--- config.mk ---
export PLATFORM = sky130hd
export DESIGN_NAME = lsh_out_fifo
export DESIGN_NICKNAME = d
export VERILOG_FILES = /design/src/lsh_pkg.sv /design/src/lsh_out_fifo.sv
export SDC_FILE = /design/constraint.sdc
export NUM_CORES = 1
export LEC_CHECK = 0
export BUFFER_PORTS_ARGS = -buffer_cell sky130_fd_sc_hd__buf_2
export CAP_MARGIN = 20
export CORE_MARGIN = 2
export CORE_UTILIZATION = 45
export DETAILED_ROUTE_END_ITERATION = 8
export PLACE_DENSITY = 0.7
export SYNTH_ARGS = -nofsm -noshare
export SYNTH_HDL_FRONTEND = slang
export SYNTH_SLANG_ARGS = --single-unit
--- constraint.sdc ---
create_clock -name clock -period 2.8 [get_ports clock]
set_clock_uncertainty 0.2 [all_clocks]
set_input_delay 0.42 -clock clock [delete_from_list [all_inputs] [get_ports clock]]
set_output_delay 0.42 -clock clock [all_outputs]
set_load 0.005 [all_outputs]
--- src/lsh_pkg.sv ---
// Shared types and constants for the 5-point Laplacian sharpening block.
// No dependencies; every other file of the block imports this package.
package lsh_pkg;

   localparam int MAX_WIDTH = 1024;
   localparam int ADDR_W    = $clog2(MAX_WIDTH);
   localparam int WIDTH_W   = ADDR_W + 1;
   localparam int HEIGHT_W  = 16;
   localparam int PIX_W     = 8;
   localparam int SUM_W     = PIX_W + 4;

   localparam logic KIND_PIXEL = 1'b0;
   localparam logic KIND_FLUSH = 1'b1;

   localparam logic CSR_FRAME_WIDTH  = 1'b0;
   localparam logic CSR_FRAME_HEIGHT = 1'b1;

   localparam logic [WIDTH_W-1:0]  FRAME_WIDTH_RESET  = WIDTH_W'(640);
   localparam logic [HEIGHT_W-1:0] FRAME_HEIGHT_RESET = HEIGHT_W'(480);

   typedef struct packed {
      logic             kind;
      logic [PIX_W-1:0] pixel;
   } req_type;

   typedef struct packed {
      logic [PIX_W-1:0]    value;
      logic [HEIGHT_W-1:0] out_row;
      logic [ADDR_W-1:0]   out_col;
      logic                frame_last;
   } rsp_type;

   typedef struct packed {
      logic                emit;
      logic                kind;
      logic                border;
      logic                last;
      logic [PIX_W-1:0]    pixel;
      logic [HEIGHT_W-1:0] orow;
      logic [ADDR_W-1:0]   ocol;
      logic [ADDR_W-1:0]   col;
   } tag_type;

endpackage

--- src/lsh_out_fifo.sv ---
// Two-entry result queue between the pipeline and the result channel.
// Depends on lsh_pkg.
module lsh_out_fifo (
   input  logic             clock,
   input  logic             reset,
   input  logic             push,
   input  lsh_pkg::rsp_type push_data,
   output logic             space,
   output logic             rsp_valid,
   input  logic             rsp_ready,
   output lsh_pkg::rsp_type rsp_payload
);
   import lsh_pkg::*;

   rsp_type    slot_ff [2];
   logic       wr_ptr_ff, wr_ptr_in, rd_ptr_ff, rd_ptr_in;
   logic [1:0] cnt_ff, cnt_in;
   logic       pop;

   assign pop = rsp_valid && rsp_ready;
   assign space = cnt_ff != 2'd2;
   assign rsp_valid = cnt_ff != 2'd0;
   assign rsp_payload = slot_ff[rd_ptr_ff];

   always_comb begin
      wr_ptr_in = push ? !wr_ptr_ff : wr_ptr_ff;
      rd_ptr_in = pop ? !rd_ptr_ff : rd_ptr_ff;
      cnt_in = cnt_ff + {1'b0, push} - {1'b0, pop};
   end

   always_ff @(posedge clock) begin
      if (reset) begin
         wr_ptr_ff <= 1'b0;
         rd_ptr_ff <= 1'b0;
         cnt_ff <= 2'd0;
      end else begin
         wr_ptr_ff <= wr_ptr_in;
         rd_ptr_ff <= rd_ptr_in;
         cnt_ff <= cnt_in;
      end
   end

   always_ff @(posedge clock) begin
      if (push) begin
         slot_ff[wr_ptr_ff] <= push_data;
      end
   end

endmodule

==> out/qor.csv <==
metric,value,unit
status,completed,
clk_latency,330,ps
grt_pass1_wl,6450,um
antenna_found_initial,0,
reg2reg_to,cnt_ff[1],
yosys.area.top_type_share,75.4,%
path_class,flop to output pin,
min_from,push_data[29],
ys_ff_latch,75,
fin_nets,258,
core_area,5960,um^2
hp-class,primary input to flop,
ant_nets,0,
area_delta_synth_final,24.0,%
yosysTopAreaCell,edfxtp_1,
grt_max_degree,22,
synthCells,132,
tns,0,ps
cts_tree,built,
cts_made_buffers,9,
path_clk_slew,70,ps
ctsHoldBuffers,0,
maxCapViolCount,0,
synth_area_leaders,"edfxtp_1 (75%), mux2_2 (14%), dfxtp_1 (3.6%)",
rsz0062_at_grt,false,
slew-limit-headroom,67.4,%
p_comb_share,19.9,%
hold_depth,1,
syn_nets,173,
finalNonFillerCells,296,
cts-resized-gates,0,
die_w,82.7,um
p_per_area,768,nW/um^2
dp_slack,892,ps
fill_cells,484,
die_y,82.7,um
grt.overflow.total,0,
power.leakage,1.32,nW
hold_slack,75.0,ps
worstPathRequired,2180,ps
insertedDiodeCount,0,
vias_per_cell,4.84,
clkPwrFrac,28.2,%
end_kind,output pin,
p_switching,0.000607,W
max_freq,447,MHz
drtPass1Iterations,4,
start_kind,flop,
wl,4420,um
layout_commonest_cell,buf_2,
cts_sinks,75,
place.gp.congestion,0.654,
hold_viol,0,
drc,0,
fin_crit_sh,79.9,%
htreeDepth,3,
cts_setup_buffers,0,
dp_cells,281,
final_cell_mix,"buf_2 (75), edfxtp_1 (70), mux2_2 (35), clkbuf_8 (9), dfxtp_1 (4)",
numPortBuffers,75,
die_area,6840,um^2
crit_fanout,21,
peakVddDrop,490,uV
power_frac_seq,51.8,%
cts-root-buf,clkbuf_8,
r2r_cells,6,
worst_ep_arrival_time,1620,ps
ys_warn_count,0,
tightestPinTransition,489,ps
synth.avg_cell_area,21.1,um^2
synth_area,2790,um^2
fin_crit,2240,ps
report.final.setup_viol,0,
timing.rr.start,cnt_ff[1],
clockBufferDepth,2,
grt_pass1_vias,1435,
drv_slew,0,
hold_end,slot_ff[0][29],
detail_route.wl_per_cell,14.9,um
synth_cell_types,15,
io_pins,76,
ys_seq_area_share,79.0,%
switching_share,22.8,%
num_vias,1433,
drive_above_1_share,59.3,%
grt.total_usage,13.5,%
setup_slack,562,ps
start_util,46.8,%
num_rows,28,
first_iter_violations,64,
rrSetupSlack,1190,ps
p_int,0.00205,W
[power groups by stage]
stage	Clock, W	Sequential [W]	Combinational [W]
6_report	0.000749	0.00138	0.000529
3_3_place_gp	0	0.00140	0.000533
5_1_grt	0.000806	0.00139	0.000585
3_5_place_dp	0	0.00140	0.000538
4_1_cts	0.000765	0.00138	0.000542
2_1_floorplan	0	0.00137	0.000370
[sequential cells by signal, indices dropped and copies added (netlist names), named ones only]
| signal | count |
|---|---|
| cnt_ff | 2 |
| wr_ptr_ff | 1 |
| rd_ptr_ff | 1 |
| slot_ff | 70 |
[synthesized netlist by cell type]
| master | number |
|---|---|
| edfxtp_1 | 70 |
| or2_2 | 1 |
| ha_1 | 2 |
| nor2_1 | 3 |
| xnor3_1 | 1 |
| dfxtp_1 | 5 |
| inv_1 | 2 |
| o21a_1 | 1 |
| buf_6 | 4 |
| nand2_1 | 1 |
| xnor2_1 | 1 |
| mux2_4 | 2 |
| nor2b_1 | 3 |
| mux2_2 | 35 |
| and2_1 | 1 |
[cell type report]
class                      instances  area (um^2)  share of cell area [%]
timing repair buffer              78          435                    12.6
tap                               75         93.8                    2.71
clock inverter                     3         40.0                    1.16
sequential                        75         2200                    63.7
inverter                           2         7.51                   0.217
clock buffer                      12          135                    3.91
multi-input combinational         51          543                    15.7
[cell families (layout without fill, tap and decap cells)]
logic type | after synthesis | count (layout) | share of synthesized area [%]
xor+xnor | 2 | 2 | 1.12
compound gates | 1 | 1 | 0.269
simple gates | 9 | 9 | 1.66
mux | 37 | 37 | 15.2
flops | 75 | 75 | 79.0
fa+ha+maj | 2 | 2 | 0.897
buf+inv | 6 | 95 | 1.88
[layer usage]
metal | vias up | wire length [um] | track usage, %
met3 | 5 | 358 | 4.35
li1 | 679 | - | -
met1 | 687 | 1840 | 15.3
met4 | 0 | 50 | 6.89
met2 | 62 | 2170 | 23.1
met5 | - | 0 | 0
[critical path, cell delays in order, from the launching register on]
cell	delay (ps)
dfxtp_2	570
buf_12	220
mux2_2	360
buf_2	130
[metrics by stage]
stage | area, um^2 | util [%] | power [W]
after global routing | 3460 | 58.1 | 0.00278
after global placement | 3280 | 55.1 | 0.00193
after detailed placement | 3280 | 55.1 | 0.00194
after CTS | 3460 | 58.1 | 0.00269
after floorplan | 2790 | - | 0.00174
final | 3460 | 58.1 | 0.00265
[worst max path at each step]
stage,startpoint,endpoint,depth (start not counted)
finish,flop,rsp_payload[20],3
global route,flop,rsp_payload[16],3
CTS,flop,rsp_payload[20],3
detailed placement,flop,rsp_payload[20],3
global placement,flop,rsp_payload[20],3
floorplan,push,slot_ff[0][0],1
(Power assumes the default switching activity.)
