<file path="config.mk">
export PLATFORM = sky130hd
export DESIGN_NAME = lsh_ctrl
export DESIGN_NICKNAME = d
export VERILOG_FILES = /design/src/lsh_pkg.sv /design/src/lsh_ctrl.sv
export SDC_FILE = /design/constraint.sdc
export NUM_CORES = 1
export LEC_CHECK = 0
export ABC_AREA = 1
export BUFFER_PORTS_ARGS = -buffer_cell sky130_fd_sc_hd__buf_2
export CAP_MARGIN = 20
export CELL_PAD_IN_SITES_DETAIL_PLACEMENT = 1
export CELL_PAD_IN_SITES_GLOBAL_PLACEMENT = 2
export CORE_MARGIN = 2
export CORE_UTILIZATION = 34
export DETAILED_ROUTE_END_ITERATION = 8
export PLACE_DENSITY = 0.89
export SLEW_MARGIN = 20
export SYNTH_ARGS = -nofsm -noshare
export SYNTH_HDL_FRONTEND = slang
export SYNTH_SLANG_ARGS = --single-unit
</file>
<file path="constraint.sdc">
create_clock -name clock -period 6.6 [get_ports clock]
set_input_delay 0 -clock clock [delete_from_list [all_inputs] [get_ports clock]]
set_output_delay 0 -clock clock [all_outputs]
set_load 0.01 [all_outputs]
</file>
<file path="src/lsh_pkg.sv">
// Shared types and constants for the 5-point Laplacian sharpening block.
// No dependencies; every other file of the block imports this package.
package lsh_pkg;

   localparam int MAX_WIDTH = 1024;
   localparam int ADDR_W    = $clog2(MAX_WIDTH);
   localparam int WIDTH_W   = ADDR_W + 1;
   localparam int HEIGHT_W  = 16;
   localparam int PIX_W     = 8;
   localparam int SUM_W     = PIX_W + 4;

   localparam logic KIND_PIXEL = 1'b0;
   localparam logic KIND_FLUSH = 1'b1;

   localparam logic CSR_FRAME_WIDTH  = 1'b0;
   localparam logic CSR_FRAME_HEIGHT = 1'b1;

   localparam logic [WIDTH_W-1:0]  FRAME_WIDTH_RESET  = WIDTH_W'(640);
   localparam logic [HEIGHT_W-1:0] FRAME_HEIGHT_RESET = HEIGHT_W'(480);

   typedef struct packed {
      logic             kind;
      logic [PIX_W-1:0] pixel;
   } req_type;

   typedef struct packed {
      logic [PIX_W-1:0]    value;
      logic [HEIGHT_W-1:0] out_row;
      logic [ADDR_W-1:0]   out_col;
      logic                frame_last;
   } rsp_type;

   typedef struct packed {
      logic                emit;
      logic                kind;
      logic                border;
      logic                last;
      logic [PIX_W-1:0]    pixel;
      logic [HEIGHT_W-1:0] orow;
      logic [ADDR_W-1:0]   ocol;
      logic [ADDR_W-1:0]   col;
   } tag_type;

endpackage

</file>
<file path="src/lsh_ctrl.sv">
// Position counters, flush countdown and first pipeline register.
// Depends on lsh_pkg.
module lsh_ctrl (
   input  logic                          clock,
   input  logic                          reset,
   input  logic [lsh_pkg::WIDTH_W-1:0]   frame_width,
   input  logic [lsh_pkg::HEIGHT_W-1:0]  frame_height,
   input  logic                          accept,
   input  lsh_pkg::req_type              req,
   input  logic                          adv,
   output logic [lsh_pkg::ADDR_W-1:0]    rd_addr,
   output logic                          tag_valid,
   output lsh_pkg::tag_type              tag
);
   import lsh_pkg::*;

   logic [HEIGHT_W-1:0] row_ff, row_in;
   logic [ADDR_W-1:0]   col_ff, col_in;
   logic [WIDTH_W-1:0]  pend_ff, pend_in;
   logic                valid_ff, valid_in;
   tag_type             tag_ff, tag_in;

   logic [WIDTH_W-1:0]  w_eff, w_m1, w_p1, c_nx;
   logic [HEIGHT_W-1:0] h_eff, h_m1, h_m2, r1, r0;
   logic [ADDR_W-1:0]   c0;
   logic                wrap0;

   always_comb begin
      if (frame_width < WIDTH_W'(3)) begin
         w_eff = WIDTH_W'(3);
      end else if (frame_width > WIDTH_W'(MAX_WIDTH)) begin
         w_eff = WIDTH_W'(MAX_WIDTH);
      end else begin
         w_eff = frame_width;
      end
      h_eff = (frame_height < HEIGHT_W'(3)) ? HEIGHT_W'(3) : frame_height;
      w_m1  = w_eff - WIDTH_W'(1);
      w_p1  = w_eff + WIDTH_W'(1);
      h_m1  = h_eff - HEIGHT_W'(1);
      h_m2  = h_eff - HEIGHT_W'(2);

      wrap0 = {1'b0, col_ff} >= w_eff;
      c0    = wrap0 ? '0 : col_ff;
      r1    = wrap0 ? row_ff + HEIGHT_W'(1) : row_ff;
      r0    = (r1 >= h_eff) ? '0 : r1;
      c_nx  = {1'b0, c0} + WIDTH_W'(1);
   end

   assign rd_addr = c0;

   always_comb begin
      row_in = row_ff;
      col_in = col_ff;
      pend_in = pend_ff;
      tag_in = '0;
      tag_in.kind = req.kind;
      tag_in.pixel = req.pixel;
      tag_in.col = c0;
      tag_in.border = 1'b1;
      if (req.kind == KIND_FLUSH) begin
         if (pend_ff != '0) begin
            tag_in.emit = 1'b1;
            pend_in = pend_ff - WIDTH_W'(1);
            tag_in.last = (pend_in == '0);
            if (pend_ff >= w_p1) begin
               tag_in.orow = h_m2;
               tag_in.ocol = w_m1[ADDR_W-1:0];
            end else begin
               tag_in.orow = h_m1;
               tag_in.ocol = ADDR_W'(w_eff - pend_ff);
            end
         end
      end else begin
         pend_in = '0;
         tag_in.emit = (r0 >= HEIGHT_W'(2)) || (r0 == HEIGHT_W'(1) && c0 != '0);
         if (c0 == '0) begin
            tag_in.orow = r0 - HEIGHT_W'(2);
            tag_in.ocol = w_m1[ADDR_W-1:0];
         end else begin
            tag_in.orow = r0 - HEIGHT_W'(1);
            tag_in.ocol = c0 - ADDR_W'(1);
         end
         tag_in.border = !(tag_in.orow != '0 && tag_in.orow < h_m1 &&
                           tag_in.ocol != '0 && {1'b0, tag_in.ocol} < w_m1);
         if (c_nx >= w_eff) begin
            col_in = '0;
            if (r0 + HEIGHT_W'(1) >= h_eff) begin
               row_in = '0;
               pend_in = w_p1;
            end else begin
               row_in = r0 + HEIGHT_W'(1);
            end
         end else begin
            col_in = c_nx[ADDR_W-1:0];
            row_in = r0;
         end
      end
   end

   always_comb begin
      valid_in = valid_ff;
      if (accept) begin
         valid_in = 1'b1;
      end else if (adv) begin
         valid_in = 1'b0;
      end
   end

   always_ff @(posedge clock) begin
      if (reset) begin
         row_ff <= '0;
         col_ff <= '0;
         pend_ff <= '0;
         valid_ff <= 1'b0;
      end else begin
         valid_ff <= valid_in;
         if (accept) begin
            row_ff <= row_in;
            col_ff <= col_in;
            pend_ff <= pend_in;
         end
      end
   end

   always_ff @(posedge clock) begin
      if (accept) begin
         tag_ff <= tag_in;
      end
   end

   assign tag_valid = valid_ff;
   assign tag = tag_ff;

endmodule

</file>
==> impl_metrics.json <==
{
  "critPathSlowestCell": "ha_1",
  "grt.total_usage_pct": 23.7,
  "diodes": 0,
  "critical-path-top-cell-by-count": "nand2_1",
  "p_clk_share_pct": 24.9,
  "finalNetCount": 1749,
  "arrival_ps": 6400,
  "dp.cells": 1949,
  "drtIter0Drc": 751,
  "synth_enable_flop_cells": 48,
  "final_area_um2": 11500,
  "power_mw": 2.12,
  "clk_pin_slew_ps": 70,
  "start_kind": "input pin",
  "slowest_delay_ps": 340,
  "r2r_slack_ps": 510,
  "vdd_drop_max_mv": 0.120,
  "die_h_um": 175,
  "drive_above_1_share_pct": 16.5,
  "netlist_instances": 1476,
  "area_growth_pct": 15.4,
  "grt_max_degree": 30,
  "skew_ps": 23.0,
  "coreArea_um2": 28800,
  "p_per_area_nw_per_um2": 184,
  "cts_buffers": 9,
  "leakagePower_nw": 5.79,
  "rr_worst_depth": 40,
  "synth-seq-cells": 86,
  "clkLatencyLatePin_ps": 370,
  "slew_headroom_pct": 29.5,
  "cts_root_buf": "clkbuf_16",
  "portBuffers": 98,
  "rows": 62,
  "die-area_um2": 30700,
  "combPwrFrac_pct": 44.2,
  "r2r_end": "pend_ff[5]",
  "fill_cells": 3773,
  "swShare_pct": 42.8,
  "finalCritPeriodShare_pct": 92.9,
  "initial_core_util_pct": 34.6,
  "gp_congestion": 0.907,
  "wl_per_cell_um": 18.6,
  "pre_cts_ws_ps": -31.0,
  "max_freq_ghz": 0.163,
  "htree_levels": 3,
  "reg2reg_from": "col_ff[4]",
  "antenna_found_initial": 0,
  "num_io_pins": 99,
  "p_sw_uw": 906,
  "avgSynthCellArea_um2": 6.75,
  "synthArstFlopShare_pct": 0,
  "vias_per_cell": 5.19,
  "path_max_fanout": 8,
  "cts.path.max_buffers": 2,
  "die_x_um": 175,
  "dpl.hpwl_mm": 29.1,
  "pwr-share-seq_pct": 30.9,
  "worstSetupPathType": "input pin to flip-flop",
  "drtAntennaViolNets": 0,
  "drc": 0,
  "fin_util_pct": 39.9,
  "grt_pass1_wl_mm": 57.2,
  "endpoint_kind": "flip-flop",
  "outcome": "finished clean",
  "ys_seq_area_share_pct": 22.1,
  "yosysWarnings": 0,
  "crit_end": "pend_ff[5]",
  "p_int_mw": 1.21,
  "tritoncts": "built",
  "min_period_ps": 6130,
  "drv_slew": 0,
  "layoutNonFillerInstCount": 1983,
  "finalWirelength_mm": 36.8,
  "synth.distinct_cells": 61,
  "required_ps": 6870,
  "syn_nets": 1631,
  "hold_class": "input pin to flip-flop",
  "max-cap-violations": 0,
  "ff_latch_area_um2": 2200,
  "grt.overflow.total": 0,
  "worst_pin_slew_ps": 1060,
  "crit_start": "frame_width[5]",
  "drt-pass1-iter-count": 5,
  "fin_ws_ps": 469,
  "multi_input_area_um2": 6820,
  "cts.sinks": 86,
  "finalHoldViolCount": 0,
  "grt_pass1_vias": 10500,
  "synth_flop_cell": "edfxtp_1",
  "vias": 10300,
  "setup_viol": 0,
  "syn_area_um2": 9960,
  "placed_area_um2": 10900
}
==> kinds of logic after synthesis <==
group	Yosys count	synth area share, %
adders and majority gates	115	14.5
xor gates and xnor gates	77	6.84
DFF	86	22.1
and+or+nand+nor	734	33.2
buffers and inverters	255	10.7
AOI/OAI and AO/OA	209	12.6
==> repair_timing <==
item	CTS	global route
hold endpoints to repair	9	0
setup buffers	0	7
endpoints found under the setup margin	0	28
hold buffers	9	0
resized for setup	0	24
==> cell type report <==
cell class                 instances  share of cell area, %
clock inverter                     7                  0.490
clock buffer                       9                   1.96
timing repair buffer             149                   7.93
inverter                         212                   6.98
tap                              384                   4.18
multi-input combinational       1136                   59.3
sequential                        86                   19.2
==> cell usage after synthesis (all sizes together), types with 21 or more instances <==
cell,instances,area share [%]
nand4,30,2.3
nand3,93,5.0
nand2,416,17
clkbuf,22,0.83
inv,210,7.9
edfxtp,48,14
xor2,67,6.0
buf,21,1.8
nor2,160,7.0
dfxtp,38,7.6
ha,114,14
a21oi,90,4.8
o21ai,64,3.2
==> how the worst min path moves through the flow <==
stage,start,end,slack (ps),depth (start not counted)
2_1_floorplan,req[0],tag[36],100,0
3_3_place_gp,req[1],tag[37],180,1
3_5_place_dp,req[1],tag[37],180,1
4_1_cts,frame_width[7],pend_ff[8],90,5
5_1_grt,frame_width[7],pend_ff[8],130,5
6_report,frame_width[7],pend_ff[8],90,5
==> power groups by stage <==
stage	Sequential [mW]	Clock (mW)	Combinational [mW]
floorplan	0.680	0	0.598
global placement	0.664	0	0.888
detailed placement	0.666	0	0.905
CTS	0.654	0.537	0.915
global route	0.659	0.554	1.05
finish	0.654	0.527	0.935
==> metal layers <==
layer | share of wire [%] | wire (µm) | global-route usage (%) | vias up
met3 | 3.8 | 1380 | 2.65 | 33
met1 | 49 | 18200 | 33.2 | 4956
li1 | - | - | - | 5077
met5 | 0 | 0 | 0 | -
met2 | 45 | 16700 | 38.7 | 218
met4 | 1.4 | 517 | 6.01 | 0
==> critical path: cells and delay by family <==
kind | cells | cell delay, ps
AND/OR/NAND/NOR | 33 | 3740
adder cells (fa/ha/maj) | 4 | 1130
buffers and inverters | 10 | 1080
AO/OA/AOI/OAI | 1 | 240
XOR/XNOR | 1 | 200
==> sequential cells by signal, summed over array words and instances (netlist names) <==
register and cells:
col_ff 10, tag 48, tag_valid 1, row_ff 16, pend_ff 11
==> per-stage QoR <==
step	hold slack, ps	TNS [ps]
after floorplan	98.9	0
after global placement	177	0
after detailed placement	179	-169
after CTS	88.4	0
after global routing	126	-241
final	93.4	0
==> layout by cell type (no fill, tap or decap), drive strengths merged, types with 3 or more instances in the layout <==
cell type,n
o21ai,64
inv,214
dlygate4sd3,9
clkinvlp,3
nand4,31
a21oi,90
o31ai,3
nor2,160
a31oi,6
a221oi,12
o22ai,3
ha,114
xnor2,10
xor2,67
nor4,4
nand3,93
o41ai,3
a32o,11
edfxtp,48
nand2,416
clkbuf,9
or2,6
nor3,18
buf,140
dfxtp,38
a211oi,3
(Power assumes the default switching activity.)
